==> config.mk <==
export PLATFORM = sky130hd
export DESIGN_NAME = bounded_ordered_list_engine_core
export DESIGN_NICKNAME = d
export VERILOG_FILES = /design/src/bole_pkg.sv /design/src/bole_ctrl.sv /design/src/bole_dp.sv /design/src/bounded_ordered_list_engine_core.sv
export SDC_FILE = /design/constraint.sdc
export NUM_CORES = 2
export LEC_CHECK = 0
export ABC_AREA = 1
export BUFFER_PORTS_ARGS = -buffer_cell sky130_fd_sc_hd__buf_2
export CORE_ASPECT_RATIO = 1.1
export CORE_UTILIZATION = 60
export CTS_CLUSTER_DIAMETER = 120
export DETAILED_ROUTE_END_ITERATION = 8
export PLACE_DENSITY = 0.74
export REMOVE_ABC_BUFFERS = 1
export SLEW_MARGIN = 5
export SYNTH_ARGS = -nofsm -noshare
export SYNTH_HDL_FRONTEND = slang
export SYNTH_SLANG_ARGS = --single-unit
export TNS_END_PERCENT = 20
==> constraint.sdc <==
create_clock -name clk -period 9.13 [get_ports clk]
set_input_delay 0.4565 -clock clk [delete_from_list [all_inputs] [get_ports clk]]
set_output_delay 0.4565 -clock clk [all_outputs]
set_load 0.005 [all_outputs]
==> src/bole_pkg.sv <==
package bole_pkg;

  // Default list capacity and fixed field widths.
  localparam int DEPTH_DEF = 16;
  localparam int CMD_W     = 3;
  localparam int POS_W     = 8;
  localparam int VAL_W     = 32;
  localparam int STAT_W    = 2;
  localparam int LEN_W     = 7;

  typedef enum logic [CMD_W-1:0] {
    CMD_INS_TAIL = 3'd0,
    CMD_INS_POS  = 3'd1,
    CMD_INS_HEAD = 3'd2,
    CMD_DEL_POS  = 3'd3,
    CMD_DEL_HEAD = 3'd4,
    CMD_READ     = 3'd5
  } cmd_t;

  typedef enum logic [STAT_W-1:0] {
    STAT_OK      = 2'd0,
    STAT_INVALID = 2'd1,
    STAT_FULL    = 2'd2,
    STAT_EMPTY   = 2'd3
  } status_t;

  typedef enum logic {
    S_IDLE,
    S_READ
  } state_t;

  // Controller to datapath.
  typedef struct packed {
    logic op_do;     // apply a single-result command and load its result
    logic elem_emit; // emit the head cell, rotate the row, advance the read count
  } ctrl_cmd_t;

  // Datapath to controller.
  typedef struct packed {
    logic out_free;   // output register can take a new beat this cycle
    logic count_zero; // list holds no element
    logic emit_last;  // the next element emitted is the final one
  } dp_stat_t;

endpackage

==> src/bole_ctrl.sv <==
module bole_ctrl
  import bole_pkg::*;
(
  input  logic             clk,
  input  logic             rst,
  input  logic             in_valid,
  input  logic [CMD_W-1:0] cmd,
  input  dp_stat_t         stat,
  output logic             in_stall,
  output ctrl_cmd_t        ctl
);

  state_t state;
  state_t state_next;
  logic   accept;
  logic   read_stream;

  assign accept      = in_valid && stat.out_free && (state == S_IDLE);
  assign read_stream = (cmd == CMD_READ) && !stat.count_zero;

  always_ff @(posedge clk) begin
    if (rst) begin
      state <= S_IDLE;
    end else begin
      state <= state_next;
    end
  end

  always_comb begin
    state_next = state;
    case (state)
      S_IDLE: begin
        if (accept && read_stream && !stat.emit_last) begin
          state_next = S_READ;
        end
      end
      S_READ: begin
        if (stat.out_free && stat.emit_last) begin
          state_next = S_IDLE;
        end
      end
      default: begin
        state_next = S_IDLE;
      end
    endcase
  end

  always_comb begin
    in_stall      = 1'b1;
    ctl.op_do     = 1'b0;
    ctl.elem_emit = 1'b0;
    case (state)
      S_IDLE: begin
        in_stall      = !stat.out_free;
        ctl.op_do     = accept && !read_stream;
        ctl.elem_emit = accept && read_stream;
      end
      S_READ: begin
        ctl.elem_emit = stat.out_free;
      end
      default: begin
        in_stall = 1'b1;
      end
    endcase
  end

endmodule

==> src/bole_dp.sv <==
module bole_dp
  import bole_pkg::*;
#(
  parameter int DEPTH = DEPTH_DEF
) (
  input  logic              clk,
  input  logic              rst,
  input  logic [CMD_W-1:0]  cmd,
  input  logic [POS_W-1:0]  position,
  input  logic signed [VAL_W-1:0] item_value,
  input  ctrl_cmd_t         ctl,
  output dp_stat_t          stat,
  output logic              out_valid,
  input  logic              out_stall,
  output logic [STAT_W-1:0] status,
  output logic signed [VAL_W-1:0] element_value,
  output logic [LEN_W-1:0]  element_index,
  output logic [LEN_W-1:0]  list_length,
  output logic              last
);

  localparam int CNT_W = $clog2(DEPTH + 1);
  localparam int IDX_W = (DEPTH > 1) ? $clog2(DEPTH) : 1;

  logic [VAL_W-1:0] cells      [DEPTH];
  logic [VAL_W-1:0] cells_next [DEPTH];
  logic [CNT_W-1:0] count;
  logic [CNT_W-1:0] count_next;
  logic [CNT_W-1:0] count_m1;
  logic [CNT_W-1:0] rd_cnt;
  logic [CNT_W-1:0] rd_inc;

  logic             full;
  logic             empty;
  logic [POS_W-1:0] count_p;
  logic [POS_W-1:0] pos_m1;
  logic [POS_W-1:0] slot_p;
  logic [IDX_W-1:0] slot;
  logic             do_ins;
  logic             do_del;
  logic             wr_ins;
  logic             wr_del;
  status_t          st;

  assign full     = (count == CNT_W'(DEPTH));
  assign empty    = (count == '0);
  assign count_p  = POS_W'(count);
  assign pos_m1   = position - POS_W'(1);
  assign count_m1 = count - CNT_W'(1);
  assign rd_inc   = rd_cnt + CNT_W'(1);

  // Command decode: status, and where the row opens or closes.
  always_comb begin
    st     = STAT_OK;
    do_ins = 1'b0;
    do_del = 1'b0;
    slot_p = '0;
    case (cmd)
      CMD_INS_TAIL: begin
        slot_p = count_p;
        if (full) st = STAT_FULL;
        else      do_ins = 1'b1;
      end
      CMD_INS_POS: begin
        slot_p = (position == '0) ? '0 : pos_m1;
        if (full)                 st = STAT_FULL;
        else if (slot_p > count_p) st = STAT_INVALID;
        else                      do_ins = 1'b1;
      end
      CMD_INS_HEAD: begin
        if (full) st = STAT_FULL;
        else      do_ins = 1'b1;
      end
      CMD_DEL_POS: begin
        slot_p = pos_m1;
        if (empty)                  st = STAT_EMPTY;
        else if (position == '0)    st = STAT_INVALID;
        else if (pos_m1 >= count_p) st = STAT_INVALID;
        else                        do_del = 1'b1;
      end
      CMD_DEL_HEAD: begin
        if (empty) st = STAT_EMPTY;
        else       do_del = 1'b1;
      end
      CMD_READ: begin
        if (empty) st = STAT_EMPTY;
      end
      default: begin
        st = STAT_OK;
      end
    endcase
  end

  assign slot   = slot_p[IDX_W-1:0];
  assign wr_ins = ctl.op_do && do_ins;
  assign wr_del = ctl.op_do && do_del;

  always_comb begin
    count_next = count;
    if (wr_ins)      count_next = count + CNT_W'(1);
    else if (wr_del) count_next = count_m1;
  end

  // Each cell sees only itself, its two neighbours and the head cell.
  for (genvar g = 0; g < DEPTH; g++) begin : g_cell
    logic [VAL_W-1:0] prev_c;
    logic [VAL_W-1:0] next_c;
    if (g == 0) begin : g_first
      assign prev_c = cells[0];
    end else begin : g_mid
      assign prev_c = cells[g-1];
    end
    if (g == DEPTH - 1) begin : g_tail
      assign next_c = cells[g];
    end else begin : g_body
      assign next_c = cells[g+1];
    end
    always_comb begin
      cells_next[g] = cells[g];
      if (wr_ins) begin
        if (IDX_W'(g) == slot)     cells_next[g] = item_value;
        else if (IDX_W'(g) > slot) cells_next[g] = prev_c;
      end else if (wr_del) begin
        if (IDX_W'(g) >= slot) cells_next[g] = next_c;
      end else if (ctl.elem_emit) begin
        // Rotate the occupied part so the head wraps to the tail.
        cells_next[g] = (CNT_W'(g) == count_m1) ? cells[0] : next_c;
      end
    end
  end

  always_ff @(posedge clk) begin
    cells <= cells_next;
  end

  always_ff @(posedge clk) begin
    if (rst) begin
      count  <= '0;
      rd_cnt <= '0;
    end else begin
      count <= count_next;
      if (ctl.elem_emit) begin
        rd_cnt <= stat.emit_last ? '0 : rd_inc;
      end
    end
  end

  // Output register.
  always_ff @(posedge clk) begin
    if (rst) begin
      out_valid <= 1'b0;
    end else if (ctl.op_do || ctl.elem_emit) begin
      out_valid <= 1'b1;
    end else if (!out_stall) begin
      out_valid <= 1'b0;
    end
  end

  always_ff @(posedge clk) begin
    if (ctl.elem_emit) begin
      status        <= STAT_OK;
      element_value <= cells[0];
      element_index <= LEN_W'(rd_inc);
      list_length   <= LEN_W'(count);
      last          <= stat.emit_last;
    end else if (ctl.op_do) begin
      status        <= st;
      element_value <= '0;
      element_index <= '0;
      list_length   <= LEN_W'(count_next);
      last          <= 1'b1;
    end
  end

  assign stat.out_free   = !out_valid || !out_stall;
  assign stat.count_zero = empty;
  assign stat.emit_last  = (rd_inc == count);

endmodule

==> src/bounded_ordered_list_engine_core.sv <==
// Channel | Direction | Handshake            | Fields
// input   | in        | in_valid / in_stall  | cmd, position, item_value
// output  | out       | out_valid / out_stall| status, element_value, element_index,
//         |           |                      | list_length, last
//
// A command other than read out yields one beat.
// Read out of n elements yields n beats, one a cycle unless the output stalls,
// and the next command is taken only after the last of them; the single rotating cell row sets this.
// Reset is synchronous and active high; it empties the list and the output register.
// Cell contents are not cleared by reset; only occupied cells are ever read.
// A stall on the output holds the current beat and stalls the input side too.
module bounded_ordered_list_engine_core
  import bole_pkg::*;
#(
  parameter int DEPTH = DEPTH_DEF
) (
  input  logic              clk,
  input  logic              rst,
  input  logic              in_valid,
  output logic              in_stall,
  input  logic [CMD_W-1:0]  cmd,
  input  logic [POS_W-1:0]  position,
  input  logic signed [VAL_W-1:0] item_value,
  output logic              out_valid,
  input  logic              out_stall,
  output logic [STAT_W-1:0] status,
  output logic signed [VAL_W-1:0] element_value,
  output logic [LEN_W-1:0]  element_index,
  output logic [LEN_W-1:0]  list_length,
  output logic              last
);

  // The controller decides when a beat is accepted and whether a command
  // streams; the datapath holds the cell row, the count and the output register.
  ctrl_cmd_t ctl;
  dp_stat_t  stat;

  bole_ctrl u_ctrl (
    .clk      (clk),
    .rst      (rst),
    .in_valid (in_valid),
    .cmd      (cmd),
    .stat     (stat),
    .in_stall (in_stall),
    .ctl      (ctl)
  );

  // Inserts and deletes shift the row in place. Read out
  // rotates the occupied cells once per beat, so after the last beat the
  // list is back in its original order.
  bole_dp #(
    .DEPTH (DEPTH)
  ) u_dp (
    .clk           (clk),
    .rst           (rst),
    .cmd           (cmd),
    .position      (position),
    .item_value    (item_value),
    .ctl           (ctl),
    .stat          (stat),
    .out_valid     (out_valid),
    .out_stall     (out_stall),
    .status        (status),
    .element_value (element_value),
    .element_index (element_index),
    .list_length   (list_length),
    .last          (last)
  );

endmodule

# Yosys cells after proc, flatten, opt, wreduce, memory -nomap -nowiden
# Cells that the tools add are included.
dict set report classes {
  add_sub_neg 4
  n_mul 0
  div 0
  order_cmp 32
  n_eq_ne 71
  shift 0
  n_mux 148
  bitwise 1
  reduce_logical 44
}
# op count
set op_table {}
lappend op_table {{32-bit two-way mux} 112}
lappend op_table {{3-bit by 2-bit != test with 1-bit output (second input constant)} 15}
lappend op_table {{3-bit != test (second input constant)} 15}
lappend op_table {{3-bit AND reduction} 14}
lappend op_table {{4-bit by 5-bit == test with 1-bit output (first input constant)} 8}
lappend op_table {{5-bit two-way mux} 7}
lappend op_table {{4-bit == test (first input constant)} 8}
lappend op_table {{4-bit greater-than comparator (first input constant)} 8}
lappend op_table {{4-bit >= comparator (first input constant)} 7}
lappend op_table {{3-bit by 5-bit == test with 1-bit output (first input constant)} 4}
lappend op_table {{1-bit two-way mux} 17}
lappend op_table {{3-bit by 4-bit == test with 1-bit output (first input constant)} 4}
lappend op_table {{3-bit by 4-bit >= comparator with 1-bit output (first input constant)} 4}
lappend op_table {{3-bit by 4-bit greater-than comparator with 1-bit output (first input constant)} 4}
lappend op_table {{4-bit one-hot mux with 3 select lines} 1}
lappend op_table {{5-bit by 1-bit adder with 5-bit output (second input constant)} 2}
lappend op_table {{2-bit by 5-bit == test with 1-bit output (first input constant)} 2}
lappend op_table {{5-bit logical NOT} 2}
lappend op_table {{2-bit two-way mux} 5}
lappend op_table {{1-bit logical AND} 9}
lappend op_table {{2-bit by 4-bit == test with 1-bit output (first input constant)} 2}
lappend op_table {{1-bit by 4-bit >= comparator with 1-bit output (first input constant)} 2}
lappend op_table {{2-bit by 4-bit >= comparator with 1-bit output (first input constant)} 2}
lappend op_table {{8-bit by 5-bit >= comparator with 1-bit output} 1}
lappend op_table {{other kinds (28)} 45}
dict set report word_totals {
  register_bits 569
  latch_bits 0
  mem_bits_rw 0
  romBits 0
  in_bits 47
  output_inout_bits 51
  wordCells 325
  n_memories 0
}

# Depth between registers and ports, before layout
dict set report logic_depth {
  ltp_word 11
  depth_mapped 21
  ltp_nobuf 20
}

# Hierarchy
# From an unflattened synthesis, not the netlist that was laid out.
dict set report hier_totals {
  cells_unflattened 6072
  hier_area_um2 40347.4
}
# module instances cells_per_inst area_per_inst_um2 seq_area_each_um2
set by_module_without_submodules {}
lappend by_module_without_submodules {bole_dp 1 6054 40256.1 16926.2}
lappend by_module_without_submodules {bole_ctrl 1 18 91.3 20.0}

# Worst setup path after synthesis
# OpenSTA, ideal clock, no wires.
dict set report synth_path {
  kind {input to register}
  startpoint {input position[0]}
  endpoint {register u_dp.cells (netlist bit u_dp.g_cell[10].prev_c[0]), enable pin}
  setup_time_ns 0.466
  arrival_time_ns 4.667
  t_required_ns 8.664
  slack_ns 3.997
  stages 18
  path_buffers 2
  cell_sequence {inv_1 -> ha_1 -> inv_1 -> nor3_2 -> xor2_1 -> inv_1 -> ha_1 -> inv_1 -> nand2_1 -> nor2_1 -> nand3_1 -> nand2_2 -> nand2_1 -> buf_6 -> buf_6 -> nand3_1 -> inv_2 -> o21ai_0}
}
dict set report synth_via {
  elab_chain_len 9
  word_cells_on_any_way 22
  cone_classes {1 x add/sub; 4 x order compare; 3 x eq/ne; 9 x mux; 5 x reduce/logical}
}
# item line_no
set synth_rtl {}
lappend synth_rtl {{start, declared} bounded_ordered_list_engine_core.sv:22} ;# input logic [POS_W-1:0] position,
lappend synth_rtl {{8-bit by 1-bit subtractor with 8-bit output or 8-bit logical NOT (tied branches)} {bole_dp.sv:48, bole_dp.sv:65, bole_dp.sv:77}}
lappend synth_rtl {{8-bit two-way mux or 8-bit by 5-bit >= comparator with 1-bit output (tied branches)} {bole_dp.sv:65, bole_dp.sv:78}}
lappend synth_rtl {{8-bit by 5-bit greater-than comparator with 1-bit output or 1-bit two-way mux (tied branches)} {bole_dp.sv:67, bole_dp.sv:78}}
lappend synth_rtl {{1-bit two-way mux (on tied branches)} {bole_dp.sv:67, bole_dp.sv:77}}
lappend synth_rtl {{1-bit two-way mux (on tied branches)} {bole_dp.sv:66, bole_dp.sv:76}}
lappend synth_rtl {{1-bit one-hot mux with 2 select lines} bole_dp.sv:58} ;# case (cmd)
lappend synth_rtl {{1-bit logical AND (on tied branches)} {bole_dp.sv:95, bole_dp.sv:96}}
lappend synth_rtl {{3-bit != test (no line) (tied with other cells)} n/a}
lappend synth_rtl {{3-bit AND reduction (no line) *} n/a}
lappend synth_rtl {{end signal, assigned} bole_dp.sv:133} ;# cells <= cells_next;
lappend synth_rtl {{end, declared} bole_dp.sv:25} ;# logic [VAL_W-1:0] cells [DEPTH];
# Every way passes the cells marked *; elsewhere a longest branch is shown, timed or not.
# A chain may end at the register's enable or synchronous reset.

# Worst setup path in the final report
dict set report layout_path {
  startpoint {register u_dp.count[0]}
  endpoint {register u_dp.cells (netlist bit u_dp.g_cell[0].prev_c[27]), enable pin}
}
dict set report layout_via {
  elab_chain_len 9
  word_cells_on_any_way 32
  cone_classes {1 x add/sub; 3 x order compare; 4 x eq/ne; 12 x mux; 12 x reduce/logical}
}
# item line_no
set layout_rtl {}
lappend layout_rtl {{start, declared} bole_dp.sv:27} ;# logic [CNT_W-1:0] count;
lappend layout_rtl {{start signal, assigned} bole_dp.sv:141} ;# count <= count_next;
lappend layout_rtl {{parallel branches: the longest is 8 deep, another holds 8-bit by 5-bit >= comparator with 1-bit output} n/a}
lappend layout_rtl {{4-bit AND reduction (no line) *} n/a}
# Every way passes the cells marked *.

==> impl_metrics.yaml <==
setup_path:
  r2r_cells: 16
  rrSetupSlack_ns: 3.13
  r2r_start: "u_dp.count[0]$_SDFF_PP0_"
  path_cells: "inv_1, ha_1, nand2_1, nor2_2, nand2_1, nand4_1, nand2_1, inv_2, nand2_1, inv_2, buf_4, nand2_4, nand2_1, a21oi_1, nor2_4, buf_4"
  cp_common_cell: "nand2_1"
  cp.required_ns: 9.40
  reg2reg_to: "u_dp.g_cell[0].prev_c[27]$_DFFE_PP_"
  setup.worst_path.start_class: "flip-flop"
  worstPathMaxFanout: 85
  cp_slowest_cell: "nor2_4"
  critPathKind: "reg2reg"
  end_kind: "flip-flop"
  slowest_delay_ns: 0.94
  crit_arrival_ns: 6.28
min_path:
  hold_end: "u_dp.out_valid$_SDFFE_PP0P_"
  min_path_cells: 3
  min-delay-path-class: "in2reg"
  min_from: "in_valid"
finish:
  final_nets: 5983
  area_growth_pct: 5.36
  design_area_mm2: 0.0430
  multi_input_area_mm2: 0.0200
  drive_gt1_frac: 0.0550
  fillCellCount: 6096
  seqCellArea_mm2: 0.0169
cts:
  clock_latency_ns: 0.62
  cts_resized: 0
  clk_pin_slew_worst_paths_ns: 0.06
  cts_sinks: 569
  hold_buffers: 0
  root_buffer: "clkbuf_16"
  clock_path_buffers: 3
  cts_tree: "yes"
  postCtsSetupRepairBufs: 0
  cts_max_level: 3
  cts_buffers: 68
route:
  wl_per_cell_um: 19.8
  first_iter_violations: 5540
  met3_length_um: 15300
  vias_per_cell: 5.98
  first_pass_iters: 6
  drtAntennaViolNets: 0
  vias: 40800
  wirelength_um: 135000
  wl_met2_um: 61000
  drcViolationCount: 0
  dr.max_layer_used: "met4"
  wl_met1_um: 52900
pwr:
  p_int_mw: 4.83
  finalPower_mw: 6.85
  p_comb_frac: 0.163
  p_seq_frac: 0.462
  ir_worst_vdd_mv: 0.148
  power_switching_mw: 2.02
  p_per_area_mw_per_mm2: 159
  switching_share: 0.295
  p_clk_frac: 0.375
  power_leakage_nw: 21.2
synthesis:
  synth_cell_type_count: 42
  synthCells: 6166
  async_reset_ff_frac: 0
  syn-cell-area_mm2: 0.0408
  synth_edf_count: 555
  ys_ff_latch: 569
  yosysSeqAreaShare: 0.415
  avgSynthCellArea_um2: 6.62
  ys_warn_count: 0
  synth_flop_cell: "edfxtp_1"
timing:
  tightestPinTransition_ns: 1.42
  clock_skew_ns: 0.0175
  slew_viol_final: 0
  period_share: 0.657
  holdWs_ns: 0.0777
  period_minus_slack_ns: 6.00
  slew_headroom: 0.0523
  worst_slack_ns: 3.13
  finalHoldViolCount: 0
  clock.fmax_mhz: 167
  rsz0062_at_grt: "no"
  setup_tns_ns: 0
  setup_viol: 0
die:
  num_io_pins: 98
  die-area_mm2: 0.0691
  initial_core_util: 0.612
  core_area_mm2: 0.0668
  chipHeight_um: 276
  num_rows: 99
  die_w_um: 251
flow_run:
  cap_violations: 0
grt:
  grt_max_degree: 274
  grtUsageTotal: 0.384
  grt_overflow: 0
  antenna_found_initial: 0
  grt_pass1_wl_um: 207000
  grt_pass1_vias: 37000
place:
  pre_cts_slack_ns: 2.89
  gp_congestion: 0.873
  portBuffers: 93
  place_hpwl_um: 73800
  place_area_mm2: 0.0411
status:
  outcome: "finished clean"
cell usage after synthesis (2+ instances only):
| cell | n | area (um^2) |
|---|---|---|
| clkbuf_1 | 240 | 901 |
| nand4_2 | 7 | 87.6 |
| nand4_4 | 4 | 85.1 |
| buf_1 | 27 | 101 |
| nand2_1 | 2077 | 7800 |
| o22ai_1 | 2 | 12.5 |
| dfxtp_1 | 14 | 280 |
| o21ai_0 | 579 | 2900 |
| o211ai_1 | 33 | 248 |
| edfxtp_1 | 555 | 16700 |
| inv_2 | 25 | 93.8 |
| nand3_1 | 93 | 465 |
| o21ai_1 | 778 | 3890 |
| nand4_1 | 5 | 31.3 |
| nor2_1 | 906 | 3400 |
| buf_2 | 173 | 866 |
| nor3_2 | 3 | 30.0 |
| a21oi_1 | 22 | 110 |
| buf_6 | 5 | 56.3 |
| ha_1 | 18 | 225 |
| xnor2_1 | 3 | 26.3 |
| nor2_2 | 15 | 93.8 |
| nand3_2 | 5 | 50.1 |
| clkinv_1 | 2 | 7.51 |
| xor2_1 | 5 | 43.8 |
| nand2_2 | 6 | 37.5 |
| inv_1 | 523 | 1960 |
| buf_4 | 27 | 203 |
worst max-delay path, delay by kind of cell, from the launching register on:
| family | cells | cell delay (ns) |
|---|---|---|
| AND/OR/NAND/NOR | 9 | 3.04 |
| buffers and inverters | 5 | 1.62 |
| flip-flops | 1 | 0.44 |
| adder cells (fa/ha/maj) | 1 | 0.32 |
| AO/OA/AOI/OAI | 1 | 0.15 |
how the worst max path moves through the flow:
stage / startpoint / cells past startpoint / endpoint
after floorplan: position[0] / 13 / u_dp.g_cell[4].next_c[0]$_DFFE_PP_
after global placement: position[0] / 19 / u_dp.g_cell[0].prev_c[30]$_DFFE_PP_
after detailed placement: position[0] / 19 / u_dp.g_cell[0].prev_c[9]$_DFFE_PP_
after CTS: u_dp.count[0]$_SDFF_PP0_ / 16 / u_dp.g_cell[0].prev_c[27]$_DFFE_PP_
after global routing: u_dp.count[0]$_SDFF_PP0_ / 16 / u_dp.g_cell[0].prev_c[27]$_DFFE_PP_
final: u_dp.count[0]$_SDFF_PP0_ / 16 / u_dp.g_cell[0].prev_c[27]$_DFFE_PP_
cells in the final DEF, fill, tap and decap left out, types with 16 or more instances in the layout:
cell type and n:
nand2_1 2073, nor2_1 898, o21ai_1 778, o21ai_0 576
edfxtp_1 555, inv_1 520, buf_2 93, nand3_1 92
clkbuf_16 69, buf_4 55, o211ai_1 33, inv_2 27
clkbuf_1 21, ha_1 18, nor2_4 17, a21oi_1 16
power by group through the flow:
stage               clock (mW)  sequential, mW  combinational [mW]
floorplan                    0            3.21               0.804
global placement             0            3.21                1.05
detailed placement           0            3.22                1.08
CTS                       2.58            3.16                1.09
global route              2.66            3.18                1.24
finish                    2.57            3.17                1.11
stage by stage:
step                cells  utilization
floorplan            5696            -
global placement     6706        0.615
detailed placement   6706        0.615
CTS                  6818        0.644
global route         6818        0.644
finish               6820        0.644
logic make-up (layout without fill, tap and decap cells):
family	Yosys count	after routing	synth area share
compound gates	1418	1418	0.176
xor+xnor	11	11	0.00346
fa+ha+maj	18	18	0.00551
buf+inv	1024	815	0.103
flops	569	569	0.415
other cells	1	6	0.0000918
simple gates	3125	3125	0.297
final cells by class:
type / count / share of cell area
multi-input combinational: 4576 / 0.465
tap: 858 / 0.0249
clock buffer: 92 / 0.0426
sequential: 569 / 0.394
inverter: 551 / 0.0483
clock inverter: 20 / 0.00288
antenna: 2 / 0.000116
timing repair buffer: 152 / 0.0223
state kept, by name (all words and copies together), names as in the netlist, 2 cells and up:
| register | count |
|---|---|
| u_dp.g_cell.prev_c | 96 |
| u_dp.element_value | 32 |
| u_dp.count | 5 |
| u_dp.rd_cnt | 5 |
| u_dp.g_cell.next_c | 416 |
| u_dp.status | 2 |
| u_dp.element_index | 5 |
| u_dp.list_length | 5 |
metal layers:
metal  vias to the layer above  track usage
met1                     18700        0.508
li1                      19300            -
met5                         -            0
met2                      2335        0.618
met4                         0        0.180
met3                       398       0.0647
Power figures use the tool's default switching activity.
